[config.mk]
export PLATFORM = sky130hd
export DESIGN_NAME = wfg_ctrl
export DESIGN_NICKNAME = d
export VERILOG_FILES = /design/src/design/wfg_pkg.sv /design/src/design/wfg_ctrl.sv
export SDC_FILE = /design/constraint.sdc
export NUM_CORES = 1
export LEC_CHECK = 0
export BUFFER_PORTS_ARGS = -buffer_cell sky130_fd_sc_hd__clkbuf_2
export CAP_MARGIN = 5
export CORE_AREA = 8 8 61 63
export DETAILED_ROUTE_END_ITERATION = 12
export DIE_AREA = 0 0 69 71
export PLACE_DENSITY = 0.57
export SLEW_MARGIN = 20
export SYNTH_ARGS = -nofsm -noshare
export SYNTH_HDL_FRONTEND = slang
export SYNTH_SLANG_ARGS = --single-unit
[constraint.sdc]
create_clock -name clk_i -period 3.9 [get_ports clk_i]
set_input_delay 0.585 -clock clk_i [delete_from_list [all_inputs] [get_ports clk_i]]
set_output_delay 0.585 -clock clk_i [all_outputs]
set_load 0.02 [all_outputs]
[src/design/wfg_pkg.sv]
// wfg_pkg: shared types, codes and constants of the wait-for graph cycle detector
// used by wfg_ctrl, wfg_dp and the top level; depends on nothing

package wfg_pkg;

  // field widths of the request and the configuration register
  localparam int unsigned MODE_W = 2;
  localparam int unsigned NODE_W = 6;
  localparam int unsigned CFG_W  = 7;

  // default graph capacity and reset node count
  localparam int unsigned MAX_NODES_DEF  = 64;
  localparam logic [CFG_W-1:0] NODE_COUNT_RST = 7'd64;

  // request modes (code 3 is unused and rejected)
  typedef enum logic [MODE_W-1:0] {
    MODE_ADD   = 2'd0,
    MODE_CLEAR = 2'd1,
    MODE_CHECK = 2'd2
  } mode_e;

  // request payload
  typedef struct packed {
    logic [MODE_W-1:0] mode;
    logic [NODE_W-1:0] from_node;
    logic [NODE_W-1:0] to_node;
  } req_t;

  // response payload
  typedef struct packed {
    logic status;
    logic cycle_found;
  } rsp_t;

  // commands from the controller to the datapath
  typedef struct packed {
    logic accept;
    logic clear_rows;
    logic add_write;
    logic chk_init;
    logic root_push;
    logic cursor_inc;
    logic row_load;
    logic next_inc;
    logic node_push;
    logic node_pop;
    logic frame_load;
    logic out_load;
    logic out_status;
    logic out_cycle;
  } cmd_t;

  // status from the datapath to the controller
  typedef struct packed {
    logic [MODE_W-1:0] mode;
    logic add_ok;
    logic scan_done;
    logic start_white;
    logic next_end;
    logic edge_hit;
    logic hit_gray;
    logic stack_empty;
    logic out_free;
  } sts_t;

endpackage

[src/design/wfg_ctrl.sv]
// wfg_ctrl: controller state machine of the cycle detector, sequences edge adds,
// clears and the depth-first search; depends on wfg_pkg

module wfg_ctrl
  import wfg_pkg::*;
(
  input  logic clk_i,
  input  logic rst_ni,
  input  logic in_valid_i,
  output logic in_stall_o,
  input  sts_t sts_i,
  output cmd_t cmd_o
);

  typedef enum logic [2:0] {
    S_IDLE,
    S_ADD_WR,
    S_SCAN,
    S_LOAD,
    S_STEP,
    S_POP,
    S_WAIT
  } state_e;

  state_e state_q, state_d;
  logic   pend_status_q, pend_status_d;
  logic   pend_cycle_q, pend_cycle_d;
  logic   fin;
  logic   fin_status;
  logic   fin_cycle;

  assign in_stall_o = (state_q != S_IDLE);

  // next state and commands
  always_comb begin
    state_d       = state_q;
    pend_status_d = pend_status_q;
    pend_cycle_d  = pend_cycle_q;
    cmd_o         = '0;
    fin           = 1'b0;
    fin_status    = 1'b0;
    fin_cycle     = 1'b0;

    unique case (state_q)
      S_IDLE: begin
        if (in_valid_i) begin
          cmd_o.accept = 1'b1;
          unique case (mode_e'(sts_i.mode))
            MODE_ADD: begin
              if (sts_i.add_ok) begin
                state_d = S_ADD_WR;
              end else begin
                fin        = 1'b1;
                fin_status = 1'b1;
              end
            end
            MODE_CLEAR: begin
              cmd_o.clear_rows = 1'b1;
              fin              = 1'b1;
            end
            MODE_CHECK: begin
              cmd_o.chk_init = 1'b1;
              state_d        = S_SCAN;
            end
            default: begin
              fin        = 1'b1;
              fin_status = 1'b1;
            end
          endcase
        end
      end
      // merge the new edge into the row read at accept
      S_ADD_WR: begin
        cmd_o.add_write = 1'b1;
        fin             = 1'b1;
      end
      // look for the next unvisited root
      S_SCAN: begin
        if (sts_i.scan_done) begin
          fin = 1'b1;
        end else if (sts_i.start_white) begin
          cmd_o.root_push = 1'b1;
          state_d         = S_LOAD;
        end else begin
          cmd_o.cursor_inc = 1'b1;
        end
      end
      S_LOAD: begin
        cmd_o.row_load = 1'b1;
        state_d        = S_STEP;
      end
      // test one neighbour of the top node
      S_STEP: begin
        if (sts_i.next_end) begin
          cmd_o.node_pop = 1'b1;
          state_d        = sts_i.stack_empty ? S_SCAN : S_POP;
        end else if (sts_i.edge_hit && sts_i.hit_gray) begin
          fin       = 1'b1;
          fin_cycle = 1'b1;
        end else if (sts_i.edge_hit) begin
          cmd_o.node_push = 1'b1;
          state_d         = S_LOAD;
        end else begin
          cmd_o.next_inc = 1'b1;
        end
      end
      S_POP: begin
        cmd_o.frame_load = 1'b1;
        state_d          = S_LOAD;
      end
      S_WAIT: begin
        if (sts_i.out_free) begin
          cmd_o.out_load   = 1'b1;
          cmd_o.out_status = pend_status_q;
          cmd_o.out_cycle  = pend_cycle_q;
          state_d          = S_IDLE;
        end
      end
      default: begin
        state_d = S_IDLE;
      end
    endcase

    // hand the response to the output register or hold it
    if (fin) begin
      if (sts_i.out_free) begin
        cmd_o.out_load   = 1'b1;
        cmd_o.out_status = fin_status;
        cmd_o.out_cycle  = fin_cycle;
        state_d          = S_IDLE;
      end else begin
        pend_status_d = fin_status;
        pend_cycle_d  = fin_cycle;
        state_d       = S_WAIT;
      end
    end
  end

  // state and held response
  always_ff @(posedge clk_i or negedge rst_ni) begin
    if (!rst_ni) begin
      state_q       <= S_IDLE;
      pend_status_q <= 1'b0;
      pend_cycle_q  <= 1'b0;
    end else begin
      state_q       <= state_d;
      pend_status_q <= pend_status_d;
      pend_cycle_q  <= pend_cycle_d;
    end
  end

  // a check request keeps the input stalled in the following cycle
  a_check_stalls: assert property (@(posedge clk_i) disable iff (!rst_ni)
    (in_valid_i && !in_stall_o && (sts_i.mode == MODE_CHECK)) |=> in_stall_o)
    else $error("input not stalled after a check request");

endmodule

Word level (Yosys, flattened, before mapping)
Index checks and enable logic that the tools add are counted.
- reductions and logical operators: 7
- bitwise operators: 1
- muxes and demuxes: 47
- equal/unequal tests: 17
- operators with widths (operator ; number):
    3-bit two-way mux ; 16
    3-bit case mux with 7 select lines ; 1
    1-bit two-way mux ; 20
    2-bit two-way mux ; 6
    3-bit inequality test, second input constant ; 4
    4-bit inequality test, second input constant ; 3
    3-bit == test, second input constant ; 3
    9-bit AND reduction ; 1
    3-bit by 2-bit == test with 1-bit output, second input constant ; 2
    3-bit case mux with 2 select lines ; 1
    4-bit by 2-bit inequality test with 1-bit output, second input constant ; 1
    1-bit case mux with 2 select lines ; 2
    1-bit case mux with 4 select lines ; 1
    3-bit by 1-bit == test with 1-bit output, second input constant ; 1
    3-bit logical NOT ; 1
    3-bit nonzero test ; 1
    2-bit by 1-bit == test with 1-bit output, second input constant ; 1
    2-bit == test, second input constant ; 1
    2-bit logical NOT ; 1
    2-bit inequality test, second input constant ; 1
    2-bit AND reduction ; 1
    2-bit OR reduction ; 1
    1-bit logical AND ; 1
    1-bit NOT ; 1
- logic and storage cells: 75
- bits of input ports: 13
- register bits after elaboration: 5
- output and inout bits: 15

Longest topological paths before layout
Gate-level depths: netlist of run 1.
- word-level depth: 7
- gate-level depth with buffers: 6
- gate-level depth less buffers: 6

Worst setup path before layout of run 1
OpenSTA, ideal clock, no wires.
- kind: input to output
- start point: in in_valid_i
- end point: out cmd_o[1] in the netlist's numbering
- buffers on the path: 0
- setup slack: 1.619 ns
- stages on the path: 4
- arrival: 1.696 ns
- data required time: 3.315 ns
- cell sequence: nor4b_4 -> and3_4 -> o31ai_1 -> a21oi_1
- RTL lines (element ; line ; source):
    start: declaration ; wfg_ctrl.sv:9 ; input logic in_valid_i,
    end: declaration ; wfg_ctrl.sv:12 ; output cmd_t cmd_o

==> results of run 1 <==
[worst max-delay path, cell delays in order (launching register included)]
cell,delay [ns]
dfrtp_1,0.67
nor3b_2,0.33
and3_4,0.28
o31ai_1,0.08
a21oi_1,0.15
clkbuf_2,0.19
[path summary, 6_finish.rpt]
| path | startpoint | endpoint | slack, ns | cells past startpoint |
|---|---|---|---|---|
| worst min register to register | pend_cycle_q | pend_cycle_q | 0.52 | 1 |
| max in group asynchronous | rst_ni | pend_status_q | 3.60 | 1 |
| worst min-delay path | rst_ni | state_q[1] | 0.16 | 1 |
| worst max-delay path | state_q[2] | cmd_o[1] | 1.37 | 5 |
| min in group clk_i | pend_cycle_q | pend_cycle_q | 0.52 | 1 |
| worst max register to register | state_q[1] | pend_status_q | 2.05 | 4 |
[metal layers]
| metal | vias to the layer above | share of wire (%) |
|---|---|---|
| li1 | 328 | - |
| met1 | 276 | 46 |
| met2 | 18 | 47 |
| met3 | 2 | 5.0 |
| met4 | 0 | 1.3 |
| met5 | - | 0 |
[report_power, final]
group / internal (µW) / leakage, µW / switching (µW)
clock network: 38.6 / 0.0000150 / 19.7
registers: 71.8 / 0.0000654 / 69.1
logic: 138 / 0.000337 / 151
total: 249 / 0.000418 / 240
[synth_stat cells, drive strengths merged]
cell | number | area share, %
mux2i | 1 | 1.5
a21oi | 5 | 4.4
nand3b | 3 | 3.4
o32ai | 1 | 1.3
nor2 | 4 | 2.3
nand3 | 1 | 0.76
and2 | 3 | 2.9
clkbuf | 2 | 1.1
nor2b | 2 | 1.9
o22ai | 1 | 0.95
nor4 | 1 | 0.95
a31oi | 2 | 1.9
a21o | 2 | 2.3
and3 | 4 | 5.3
dfrtp | 5 | 19
a32oi | 1 | 1.3
nor4b | 2 | 5.0
a211oi | 1 | 1.1
a221o | 1 | 1.5
o31ai | 2 | 4.4
mux2 | 3 | 6.3
nor3 | 1 | 1.5
nand2 | 6 | 3.4
or2b | 1 | 1.1
buf | 3 | 3.2
inv | 5 | 2.9
nand2b | 4 | 3.8
or3 | 1 | 0.95
ha | 3 | 5.7
nor3b | 6 | 7.6
[state kept, by name, summed over array words and instances, names as in the netlist]
| name | flops |
|---|---|
| pend_cycle_q | 1 |
| state_q | 3 |
| pend_status_q | 1 |
[final cells by class]
cell class,count,area (µm²)
Clock buffer,4,26.3
Timing Repair Buffer,27,135
Tap cell,33,41.3
Multi-Input combinational cell,62,484
Sequential cell,5,125
Inverter,5,18.8
Fill cell,341,2020
[through the flow]
step	hold WS (ns)	setup slack, ns	util, %	cells	cell area [µm²]
4_1_cts	0.155	1.35	29.1	136	831
3_3_place_gp	0.402	1.57	28.2	132	805
5_1_grt	0.158	1.25	29.1	136	831
3_5_place_dp	0.408	1.54	28.2	132	805
2_1_floorplan	0.289	1.62	-	77	657
6_report	0.156	1.37	29.1	136	831
[cells by family (layout without fill, tap and decap cells)]
kind of cell,count (synthesis),after routing
multiplexers,4,4
adder cells (fa/ha/maj),3,3
buffers and inverters,10,36
AO/OA/AOI/OAI,16,16
flip-flops,5,5
AND/OR/NAND/NOR,39,39
==> out/metrics.csv, run 1 <==
stage,metric,value,unit
sta,number of hold violations in the final report,0,
critical_path,class of the most critical setup path,reg -> out,
clocking,number of sinks handled by clock tree synthesis,5,
clocking,Skew-Pair Late Insertion Delay,0.24,ns
clocking,clock input transition at the sequential cells of the worst setup and hold paths,0.04,ns
critical_path,critical path data arrival time,1.95,ns
finish,share of cells above drive strength 1,38.8,%
floorplanning,overall die height,71,µm
floorplanning,core region area,0.00285,mm²
pwr,Max IR drop VDD,222,µV
yosys,main combinational cell family by area after synthesis,simple AND/OR/NAND/NOR gates,
grt,vias in the first global route,687,
yosys,synthesis-stage register bit count,5,
worst_hold_path,worst min-delay path category,in -> async,
grt,pin count of the biggest net entering global routing,19,
pwr,leakage power summed over all cells,0.000418,µW
sta,clock skew,0.00193,ns
yosys,number of instances in the synthesized netlist,77,
yosys,proportion of synthesized area in mux cells,7.81,%
yosys,"area fraction in and, or, nand and nor cells after synthesis",41.0,%
clocking,cell at the root of the clock tree,clkbuf_4,
route,initial drt markers,11,
sta,worst-margin pin slew,0.609,ns
critical_path,maximum fanout encountered on the critical timing path,17,
sta,min Tclk post-route,2.53,ns
yosys,cell area after synthesis,657,µm²
sta,headroom to the max-slew limit,59.4,%
clocking,clock buffers created by TritonCTS,3,
job,number of max-cap violations,0,
clocking,clock tree buffer depth,2,
yosys,adder-cell share of the synthesized area,5.71,%
yosys,average size of a mapped cell,8.53,µm²
critical_path,nature of the critical path startpoint,flip-flop,
floorplanning,initial cell density of the core,23.0,%
critical_path,data required time at the worst endpoint,3.31,ns
grt,total global routing overflow,0,
floorplanning,die span in x,69,µm
yosys,sequential cell area fraction in the yosys report,19.0,%
place,number of port buffers,27,
grt,number of antenna violations at the first check in global routing,0,
yosys,nets in the synthesized netlist,93,
finish,fin nets,120,
sta,final number of setup-violating endpoints,0,
route,mean routed wirelength per cell,12.7,µm
route,count of antenna-violating nets left after detailed routing,0,
route,DRC violations left,0,
sta,RSZ-0062 raised after global routing,no,
grt,wire length of the first global-routing pass,3100,µm
clocking,Resized Gates After CTS,0,
finish,growth of design area from synthesis to finish,26.5,%
sta,maximum operating frequency,0.395,GHz
route,number of detailed-route iterations in the first pass,4,
place,Post-DP HPWL,1430,µm
critical_path,critical path capture point type,output port,
floorplanning,row count,20,
yosys,count of yosys warnings during synthesis,0,
yosys,number of distinct library cell variants in the gate-level netlist after synthesis,38,
floorplanning,Die Footprint,0.00490,mm²
clocking,clock tree from TritonCTS,done,
floorplanning,I/O pins,28,
clocking,H-tree depth,1,
pwr,overall power of the completed layout,489,µW
place,final weighted congestion in routability-driven placement,0.733,
grt,most utilized layer in the global route result,met2,
route,overall via count from detail_route,624,
sta,Total Negative Setup Slacks,0,ns
pwr,P per Cell Area,588,mW/mm²
status,result of the run,completed,
finish,"most common cell after layout, fill and taps aside",clkbuf_2,
clocking,Post-CTS Setup Repair Bufs,0,
grt,Global Route met1 Usage,9.11,%
clocking,cts-stage hold buffer count,0,
finish,number of antenna diodes,0,
sta,count of final max-slew check failures,0,
yosys,post-synthesis compound-gate area fraction,19.2,%
route,post-detailed-route via-to-cell ratio,4.59,
grt,global routing met3 resource utilization,1.82,%
grt,met2 track utilization from global routing,11.4,%
finish,"commonest cells after routing, fill and taps aside","clkbuf_2 (27), nand2_1 (6), nor3b_1 (5), dfrtp_1 (5)",
yosys,area share of xor/xnor cells in the synthesized design,0,%
sta,post-route clock period utilization,65.0,%
grt,All-Layer GR Usage,7.46,%
route,detailed-route wire length,1730,µm
Note: power is estimated with default switching activity, not from simulation.
==> run 2: changes to the inputs <==
--- a/config.mk
+++ b/config.mk
@@ -10,7 +10,7 @@
 export CORE_AREA = 8 8 61 63
 export DETAILED_ROUTE_END_ITERATION = 12
 export DIE_AREA = 0 0 69 71
-export PLACE_DENSITY = 0.57
+export PLACE_DENSITY = 0.58
 export SLEW_MARGIN = 20
 export SYNTH_ARGS = -nofsm -noshare
 export SYNTH_HDL_FRONTEND = slang
==> constraint.sdc (replaced) <==
create_clock -name clk_i -period 2.3 [get_ports clk_i]
set_input_delay 0.345 -clock clk_i [delete_from_list [all_inputs] [get_ports clk_i]]
set_output_delay 0.345 -clock clk_i [all_outputs]
set_load 0.02 [all_outputs]
==> out/metrics.csv, run 2 (synthesis results as in run 1) <==
stage,metric,value,unit,change
finish,count of fill cells added during filler insertion,331,,-2.9%
sta,headroom to the max-slew limit,69.8,%,+10 points
route,post-detailed-route via-to-cell ratio,4.71,,+2.7%
floorplanning,overall die height,71,µm,unchanged
critical_path,slowest CP cell,dfrtp_1,,
sta,worst-margin pin slew,0.453,ns,-0.156 ns
sta,minimum setup slack in the final design,0.144,ns,-1.22 ns
route,Routed met3 length,71,µm,-18%
place,Post-DP HPWL,1530,µm,+7.5%
route,routed metal-1 wirelength,799,µm,-0.50%
floorplanning,core region area,0.00285,mm²,unchanged
sta,final number of setup-violating endpoints,0,,unchanged
floorplanning,die span in x,69,µm,unchanged
critical_path,critical path data arrival time,1.81,ns,-0.14 ns
route,detailed-route wire length,1870,µm,+8.0%
clocking,clock buffers created by TritonCTS,3,,unchanged
critical_path,internal reg-to-reg setup slack,0.58,ns,-1.47 ns
sta,Total Negative Setup Slacks,0,ns,unchanged
finish,growth of design area from synthesis to finish,30.5,%,
place,final weighted congestion in routability-driven placement,0.830,,+13%
place,area after detailed placement,820,µm²,+1.9%
critical_path,data required time at the worst endpoint,1.96,ns,-1.35 ns
sta,min Tclk post-route,2.16,ns,
grt,total global routing overflow,0,,unchanged
finish,share of cells above drive strength 1,40.6,%,+1.7 points
grt,number of antenna violations at the first check in global routing,0,,unchanged
critical_path,critical path capture point type,output port,,
critical_path,worst path cell trace,nor4b_4 -> and3_4 -> o31ai_1 -> a21oi_1 -> clkbuf_2,,
floorplanning,Die Footprint,0.00490,mm²,unchanged
floorplanning,I/O pins,28,,unchanged
pwr,leakage power summed over all cells,0.000431,µW,+3.1%
clocking,Skew-Pair Late Insertion Delay,0.25,ns,about the same
route,overall via count from detail_route,655,,+5.0%
critical_path,Critical Path Max Stage Delay,0.53,ns,-0.14 ns
finish,post-route cell area,857,µm²,+3.2%
sta,post-route clock period utilization,93.7,%,
clocking,clock input transition at the sequential cells of the worst setup and hold paths,0.04,ns,about the same
sta,clock skew,0.00387,ns,+0.00194 ns
finish,flip-flop count of the largest register after layout,3,,unchanged
route,number of detailed-route iterations in the first pass,2,,-2
route,count of antenna-violating nets left after detailed routing,0,,unchanged
status,result of the run,completed,,
pwr,P per Cell Area,1020,mW/mm²,+73%
route,DRC violations left,0,,unchanged
clocking,H-tree depth,1,,unchanged
finish,Top reg by flops,state_q,,
finish,top flop regs,"state_q x3, pend_cycle_q x1, pend_status_q x1",,
finish,"most common cell after layout, fill and taps aside",clkbuf_2,,
finish,fin nets,123,,+2.5%
grt,All-Layer GR Usage,7.65,%,+0.19 points
grt,vias in the first global route,710,,+3.3%
finish,"commonest cells after routing, fill and taps aside","clkbuf_2 (27), nand2_1 (6), nor3b_1 (5)",,
pwr,Max IR drop VDD,363,µV,+63%
sta,RSZ-0062 raised after global routing,no,,
critical_path,class of the most critical setup path,reg -> out,,
floorplanning,initial cell density of the core,23.0,%,unchanged
route,uppermost metal layer occupied by signal nets,met4,,
clocking,clock tree buffer depth,2,,unchanged
critical_path,Buf/Inv on CP,1,,unchanged
floorplanning,row count,20,,unchanged
place,setup slack after placement,0.352,ns,-1.19 ns
grt,pin count of the biggest net entering global routing,17,,-2
job,number of max-cap violations,0,,unchanged
critical_path,maximum fanout encountered on the critical timing path,12,,-5
sta,maximum operating frequency,0.464,GHz,
sta,count of final max-slew check failures,0,,unchanged
place,number of port buffers,27,,unchanged
clocking,number of sinks handled by clock tree synthesis,5,,unchanged
clocking,clock tree from TritonCTS,done,,
sta,number of hold violations in the final report,0,,unchanged
clocking,cell at the root of the clock tree,clkbuf_4,,
finish,number of antenna diodes,0,,unchanged
grt,wire length of the first global-routing pass,3160,µm,+2.0%
route,routed length on met2,968,µm,+19%
route,initial drt markers,22,,+11
worst_hold_path,worst min-delay path category,in -> reg,,
route,mean routed wirelength per cell,13.4,µm,+5.7%
critical_path,nature of the critical path startpoint,flip-flop,,
critical_path,dominant delay contributor by cell family on the critical path,simple AND/OR/NAND/NOR gates,,
==> run 2: cell count changes in the layout (fill, tap and decap cells not counted) <==
cell,delta
dfrtp_1,-1
dfrtp_2,+1
dlygate4sd3_1,+1
buf_4,+2
==> run 2: metrics by stage <==
stage	hold slack (ns)	cells	utilization, %	power (µW)
6_report	0.354	139	30.0	871
5_1_grt	0.360	139	30.0	948
4_1_cts	0.344	139	30.0	880
3_5_place_dp	0.170	134	28.7	770
3_3_place_gp	0.165	134	28.7	755
2_1_floorplan	0.0494	77	-	634
==> run 2: power breakdown <==
part / internal, µW / leakage, µW / switching (µW)
registers: 124 / 0.0000640 / 83.6
logic: 255 / 0.000352 / 305
clock network: 65.7 / 0.0000150 / 37.4
total: 445 / 0.000431 / 426
==> run 2: repair_timing <==
item | CTS | global route
hold endpoints to repair | 5 | 0
setup buffers | 0 | 0
resized for setup | 0 | 1
hold buffers | 1 | 0
setup endpoints to repair | 0 | 2
==> run 2: routing by layer <==
layer,GRT usage [%],up-vias
li1,-,334
met1,7.88,299
met2,13.8,18
met3,1.54,4
met4,4.78,0
met5,0,-
==> run 2: worst paths after layout <==
| kind | depth (start not counted) | from | end |
|---|---|---|---|
| worst max-delay path | 5 | state_q[1] | cmd_o[1] |
| worst min-delay path | 2 | sts_i[0] | state_q[1] |
| worst max register to register | 5 | state_q[1] | state_q[1] |
| worst min register to register | 1 | pend_status_q | pend_status_q |
| max in group asynchronous | 2 | rst_ni | state_q[0] |
| min in group asynchronous | 2 | rst_ni | state_q[2] |
==> run 2: cell type report <==
| cell class | instances | area [µm²] | share of cell area [%] |
|---|---|---|---|
| Timing Repair Buffer | 30 | 160 | 18.7 |
| Sequential cell | 5 | 126 | 14.7 |
| Tap cell | 33 | 41.3 | 4.82 |
| Clock buffer | 4 | 26.3 | 3.07 |
| Multi-Input combinational cell | 62 | 484 | 56.5 |
| Inverter | 5 | 18.8 | 2.19 |
